<file path="src/rtl/multi_voice_pcm_mixer_macros.svh">
// Assertion macros for the multi-voice PCM mixer.
// Uses the clk and arst_n names of the module that includes it.
`ifndef MULTI_VOICE_PCM_MIXER_MACROS_SVH
`define MULTI_VOICE_PCM_MIXER_MACROS_SVH

// Same-cycle implication, checked outside reset
`define MVPM_ASSERT_IMPL(name, ante, cons, msg) \
	name: assert property (@(posedge clk) disable iff (!arst_n) (ante) |-> (cons)) \
		else $error(msg);

// Next-cycle implication, checked outside reset
`define MVPM_ASSERT_NEXT(name, ante, cons, msg) \
	name: assert property (@(posedge clk) disable iff (!arst_n) (ante) |=> (cons)) \
		else $error(msg);

`endif

</file>
<file path="src/rtl/mvpm_pkg.sv">
// Shared types and constants for the multi-voice PCM mixer.
// No dependencies; imported by mvpm_mac and the top-level mixer.
package mvpm_pkg;

	localparam int DEF_VOICES     = 8;
	localparam int DEF_MAX_CLIP   = 4096;
	localparam int DEF_MAX_RENDER = 64;

	localparam logic [7:0] SILENCE    = 8'd128;
	localparam logic [7:0] FULL_SCALE = 8'd255;
	localparam int         MASK_W     = 8;

	typedef enum logic [1:0] {
		OP_WRITE  = 2'd0,
		OP_START  = 2'd1,
		OP_STOP   = 2'd2,
		OP_RENDER = 2'd3
	} opcode_t;

	typedef enum logic [2:0] {
		ST_IDLE,
		ST_SCAN,
		ST_DRAIN,
		ST_EMIT,
		ST_RESP
	} state_t;

	typedef struct packed {
		opcode_t     opcode;
		logic [2:0]  voice;
		logic [11:0] sample_addr;
		logic [7:0]  sample_byte;
		logic [12:0] clip_length;
		logic [7:0]  gain;
		logic [6:0]  render_count;
	} cmd_t;

	typedef struct packed {
		logic [7:0]        out_sample;
		logic              is_sample;
		logic              last;
		logic              start_ok;
		logic [MASK_W-1:0] active_mask;
	} res_t;

	// Control from the sequencer to the shared multiply-accumulate unit
	typedef struct packed {
		logic       clear;
		logic       acc_en;
		logic [7:0] gain;
	} mac_ctrl_t;

endpackage

</file>
<file path="src/rtl/mvpm_mac.sv">
// Shared multiply-accumulate unit: scales one voice byte by its gain,
// divides by full scale toward zero and adds into the mix. Uses mvpm_pkg.
module mvpm_mac #(
	parameter int VOICES = 8
) (
	input  logic                clk,
	input  logic                arst_n,
	input  mvpm_pkg::mac_ctrl_t ctrl,
	input  logic [7:0]          sample_byte,
	output logic [7:0]          mix_sample
);
	import mvpm_pkg::*;

	localparam int ACC_W = $clog2((VOICES + 2) * 128) + 1;

	logic signed [ACC_W-1:0] acc_q;
	logic [8:0]              delta_u;
	logic                    neg;
	logic [8:0]              dabs;
	logic [15:0]             prod;
	logic [15:0]             quo_sum;
	logic [7:0]              quo;
	logic signed [ACC_W-1:0] contrib;

	// magnitude of the byte about silence, times gain, divided by 255
	always_comb begin
		delta_u = {1'b0, sample_byte} - {1'b0, SILENCE};
		neg     = delta_u[8];
		dabs    = neg ? (9'd0 - delta_u) : delta_u;
		prod    = dabs[7:0] * ctrl.gain;
		// exact x / 255 for x below 65535
		quo_sum = prod + 16'd1 + (prod >> 8);
		quo     = quo_sum[15:8];
		contrib = neg ? -$signed(ACC_W'(quo)) : $signed(ACC_W'(quo));
	end

	// hold the running mix, starting from silence
	always_ff @(posedge clk or negedge arst_n) begin
		if (!arst_n) begin
			acc_q <= ACC_W'(SILENCE);
		end else if (ctrl.clear) begin
			acc_q <= ACC_W'(SILENCE);
		end else if (ctrl.acc_en) begin
			acc_q <= acc_q + contrib;
		end
	end

	// clamp the mix to the byte range
	always_comb begin
		if (acc_q < 0) begin
			mix_sample = 8'd0;
		end else if (acc_q > $signed(ACC_W'(FULL_SCALE))) begin
			mix_sample = FULL_SCALE;
		end else begin
			mix_sample = acc_q[7:0];
		end
	end

endmodule

</file>
<file path="config.mk">
export PLATFORM = sky130hd
export DESIGN_NAME = mvpm_mac
export DESIGN_NICKNAME = d
export VERILOG_FILES = /design/src/rtl/multi_voice_pcm_mixer_macros.svh /design/src/rtl/mvpm_pkg.sv /design/src/rtl/mvpm_mac.sv
export SDC_FILE = /design/constraint.sdc
export NUM_CORES = 1
export LEC_CHECK = 0
export ABC_AREA = 1
export BUFFER_PORTS_ARGS = -buffer_cell sky130_fd_sc_hd__buf_2
export CORE_ASPECT_RATIO = 1.25
export CORE_MARGIN = 1
export CORE_UTILIZATION = 39
export DETAILED_ROUTE_END_ITERATION = 10
export PLACE_DENSITY = 0.57
export SLEW_MARGIN = 20
export SYNTH_ARGS = -nofsm -noshare
export SYNTH_HDL_FRONTEND = slang
export SYNTH_SLANG_ARGS = --single-unit
</file>
<file path="constraint.sdc">
create_clock -name clk -period 2.8 [get_ports clk]
set_clock_uncertainty 0.2 [all_clocks]
set_input_delay 0 -clock clk [delete_from_list [all_inputs] [get_ports clk]]
set_output_delay 0 -clock clk [all_outputs]
set_load 0.05 [all_outputs]
</file>
== Yosys cells after proc, flatten, opt, wreduce, memory -nomap -nowiden ==
Cells that the tools add are included.
W data, S select, Z words.
Word-level totals
  output and inout bits: 8
  bits in latches: 0
  memories kept: 0
  bits in read-only memories: 0
  register bits: 12
  logic and storage cells: 17
  input port bits: 20
  RAM bits: 0
Cells by class
  magnitude comparators: 2
  divide/modulo/power cells: 0
  shift operators: 0
  add/sub/neg operators: 6
  equality and inequality tests: 0
  bitwise logic cells: 0
  multipliers: 1
  muxes and demuxes: 6
  reduce and logical (&&, ||, !) cells: 1
Operators with widths (number)
  $mux W12: 3
  $mux W8: 3
  $add A16 B1 Y16 const B: 1
  $add A16 B8 Y16: 1
  $mul A8 B8 Y16: 1
  $add A12 B12 Y12: 1
  $gt A12 B9 Y1 const B: 1
  $lt A12 B1 Y1 const B: 1
  $neg A8 Y12: 1
  $sub A8 B8 Y9 const B: 1
  $sub A1 B8 Y8 const A: 1
  $reduce_bool A2 Y1: 1

== Depth between registers and ports, before layout ==
  word-level depth: 11
  depth in mapped cells: 60
  gate-level depth less buffers: 59

== Least setup slack after synthesis ==
No wires, ideal clock.
  kind: input port to flip-flop
  start: input port sample_byte[0]
  end: register acc_q[11]
  slack: -5.314 ns
  arrival: 7.797 ns
  path buffers: 1
  stages: 56
  library setup time: 0.117 ns
  data required time: 2.483 ns
  cell sequence: clkbuf_1 inv_1 ha_1 inv_1 nor2_1 inv_1 nor2_1 or3_1 nand2_1 inv_1 nor2_1 fa_1 fa_1 fa_1 inv_1 fa_1 inv_1 ha_1 [... 20 more ...] nand2_1 nand2_1 inv_1 ha_1 a21oi_1 o21ai_0 a21oi_1 nor2_1 o21ai_0 nand2_1 a21oi_1 o21bai_1 xor2_1 inv_1 nand3_1 nand2_1 nand2_1 nand2_1
On the way
  word-level cells in the longest chain between the ends: 11
Ends and longest elaborated chain
  start, declared: RTL line mvpm_mac.sv:9  | input logic [7:0] sample_byte,
  $sub A8 B8 Y9 (*): RTL line mvpm_mac.sv:27  | delta_u = {1'b0, sample_byte} - {1'b0, SILENCE};
  $sub A1 B8 Y8: RTL line mvpm_mac.sv:29  | dabs = neg ? (9'd0 - delta_u) : delta_u;
  $mux W8: RTL line mvpm_mac.sv:29
  $mul A8 B8 Y16: RTL line mvpm_mac.sv:30  | prod = dabs[7:0] * ctrl.gain;
  $add A16 B1 Y16: RTL line mvpm_mac.sv:32  | quo_sum = prod + 16'd1 + (prod >> 8);
  $add A16 B8 Y16: RTL line mvpm_mac.sv:32
  $neg A8 Y12: RTL line mvpm_mac.sv:34  | contrib = neg ? -$signed(ACC_W'(quo)) : $signed(ACC_W'(quo));
  $mux W12 (*): RTL line mvpm_mac.sv:34
  $add A12 B12 Y12 (*): RTL line mvpm_mac.sv:44  | acc_q <= acc_q + contrib;
  $mux W12 (*): RTL line mvpm_mac.sv:43  | end else if (ctrl.acc_en) begin
  $mux W12 (*): RTL line mvpm_mac.sv:41  | end else if (ctrl.clear) begin
  end signal, assigned: RTL line mvpm_mac.sv:40  | acc_q <= ACC_W'(SILENCE);
  end signal, assigned: RTL line mvpm_mac.sv:42  | acc_q <= ACC_W'(SILENCE);
  end signal, assigned: RTL line mvpm_mac.sv:44
  end, declared: RTL line mvpm_mac.sv:16  | logic signed [ACC_W-1:0] acc_q;
Every way passes the cells marked *; elsewhere a longest branch is shown, timed or not. The select of a mux whose other input is x is not followed.
A chain may end at the register's enable or synchronous reset.

== Final worst setup path ==
  start: input port sample_byte[1]
  end: register acc_q[11]
Same word-level chain as after synthesis.

==> out/qor.csv <==
metric,value,unit
outcome,"finished, violations left",
violations,negative setup slack,
maxSlewViolCount,0,
top_register,acc_q,
die_h,119,µm
yosysSeqAreaShare,7.02,%
cts.clk_slew.worst_paths,0.04,ns
criticalPathCategory,input pin to flip-flop,
fin_crit,7.69,ns
regArea,302,µm²
synth_cell_types,42,
dieWidth,95.9,µm
synth_warnings,0,
crit_path_end_kind,flip-flop,
reg_top3,acc_q x12,
start_kind,input pin,
h-tree-depth,1,
mostFrequentLayoutCell,buf_4,
slowest_delay,0.53,ns
worstHoldPathType,input pin to asynchronous set/reset pin,
routedWlPerCell,12.3,µm
synthTopCellsByArea,"fa_1 17%, ha_1 16%, nand2_1 12%, inv_1 12%, nor2_1 7.4%",
drive_above_1_share,43.5,%
routed_via_density,4.82,
hold_slack,0.0373,ns
antenna_found_initial,0,
largest_reg_flops,12,
cp.arrival,7.62,ns
slowest_stage,fa_1,
area_growth,53.7,%
pin_count,28,
synth_edf_count,0,
grtUsageTotal,22.2,%
multi_input_area,0.00398,mm²
drt_iter0_drc,150,
clock_latency,0.24,ns
cts_root_buf,clkbuf_16,
drc_errors,0,
synth_nets,767,
synth-main-ff-cell,dfrtp_1,
vias,4790,
diodes,0,
rows,42,
dp_cells,950,
fin_cells,994,
grt_start_max_net_pins,12,
cp_max_fo,5,
rsz0062_at_grt,true,
cts_buffers,3,
async_reset_ff_share,100,%
gp_congestion,0.875,
fin_ws,-4.89,ns
finalHoldViolCount,0,
synth_top_cell_by_area,fa_1,
cts_buffer_depth,2,
syn_inst,656,
slew-limit-headroom,59.4,%
die_area,0.0114,mm²
hpwl,10.1,mm
grt_pass1_vias,4953,
worst_ep_required_time,2.73,ns
fillers,1003,
antenna_left,0,
setup_viol,12,
fin_crit_sh,275,%
core_area,0.0107,mm²
port_buffers,27,
tritoncts,done,
initial_utilization,40.3,%
tightest_slew,0.606,ns
drv_cap,0,
nets,974,
ys_ff_latch,12,
avgSynthCellArea,6.55,µm²
grt_pass1_wl,20.8,mm
final_cell_mix,"168 x buf_4, 121 x nand2_1, 115 x inv_1, 62 x nor2_1, 39 x ha_1",
clkSinkCount,12,
fmax,130,MHz
synth_top_cell_area_share,17.2,%
syn_area,0.00430,mm²
grt_remaining_overflow,0,
drt_first_pass_iters,5,
drt-total-wl,12.2,mm
==> final cells by class <==
class,count,area share [%]
clock buffer,4,1.35
inverter,146,8.49
multi-input combinational,496,60.3
sequential,12,4.57
tap,132,2.50
timing repair buffer,204,22.8
==> synth_stat cells (3+ instances only) <==
cell type,instances
dfrtp_1,11
nor2_2,4
ha_1,54
or2_2,4
a21oi_1,19
nor2_4,4
o21bai_1,4
nand2_2,19
nand3_1,38
inv_1,138
a21oi_2,4
nand3_2,11
xor2_1,11
nand3b_1,3
nand4_1,8
nand2_1,139
o21ai_0,27
inv_2,7
fa_1,37
nor2_1,85
==> logic make-up (layout without fill, tap and decap cells) <==
| group | count (synthesis) | count (layout) | share of synthesized area, % |
|---|---|---|---|
| compound gates | 63 | 63 | 8.47 |
| simple gates | 329 | 329 | 36.0 |
| xor+xnor | 13 | 13 | 2.65 |
| buf+inv | 148 | 354 | 12.9 |
| flops | 12 | 12 | 7.02 |
| fa+ha+maj | 91 | 91 | 33.0 |
==> per-stage QoR <==
| step | TNS, ns | setup WS (ns) | utilization (%) | instance area [µm²] |
|---|---|---|---|---|
| after detailed placement | -52.70 | -5.12 | 54.4 | 5800 |
| after floorplan | -47.09 | -4.66 | - | 4500 |
| final | -50.33 | -4.89 | 61.9 | 6600 |
| after CTS | -48.78 | -4.72 | 58.0 | 6190 |
| after global placement | -51.42 | -5.01 | 54.4 | 5800 |
| after global routing | -54.24 | -5.36 | 61.9 | 6600 |
==> worst max-delay path, delay by kind of cell <==
kind	cells	cell delay (ns)
AOI/OAI and AO/OA	7	0.90
and+or+nand+nor	23	2.10
buffers and inverters	15	1.23
adders and majority gates	8	2.95
xor gates and xnor gates	2	0.43
==> what timing repair did <==
item	in CTS	in global routing
endpoints found under the setup margin	12	12
endpoints found under the hold margin	18	0
pin swaps	54	68
cloned	0	0
gates resized for setup	47	75
setup buffers	17	22
hold buffers	5	0
==> routing by layer <==
metal	routed length (µm)	track usage [%]	vias to the layer above
met2	6680	43.2	54
met4	165	3.64	0
met5	0	0	-
li1	-	-	2446
met3	156	0.0639	14
met1	5230	26.9	2276
==> worst paths after layout <==
kind	from	to	slack (ns)	cells after the start
min	arst_n	acc_q[7]	0.04	2
max reg2reg	acc_q[0]	acc_q[10]	0.13	16
min in group clk	sample_byte[7]	acc_q[11]	0.28	7
max in group asynchronous	arst_n	acc_q[2]	1.43	3
min reg2reg	acc_q[8]	acc_q[8]	0.32	2
max	sample_byte[1]	acc_q[11]	-4.89	55
Power is left out: the tool's default activity adds up to more than one toggle a clock period on the data nets, which glitch-free logic cannot reach.
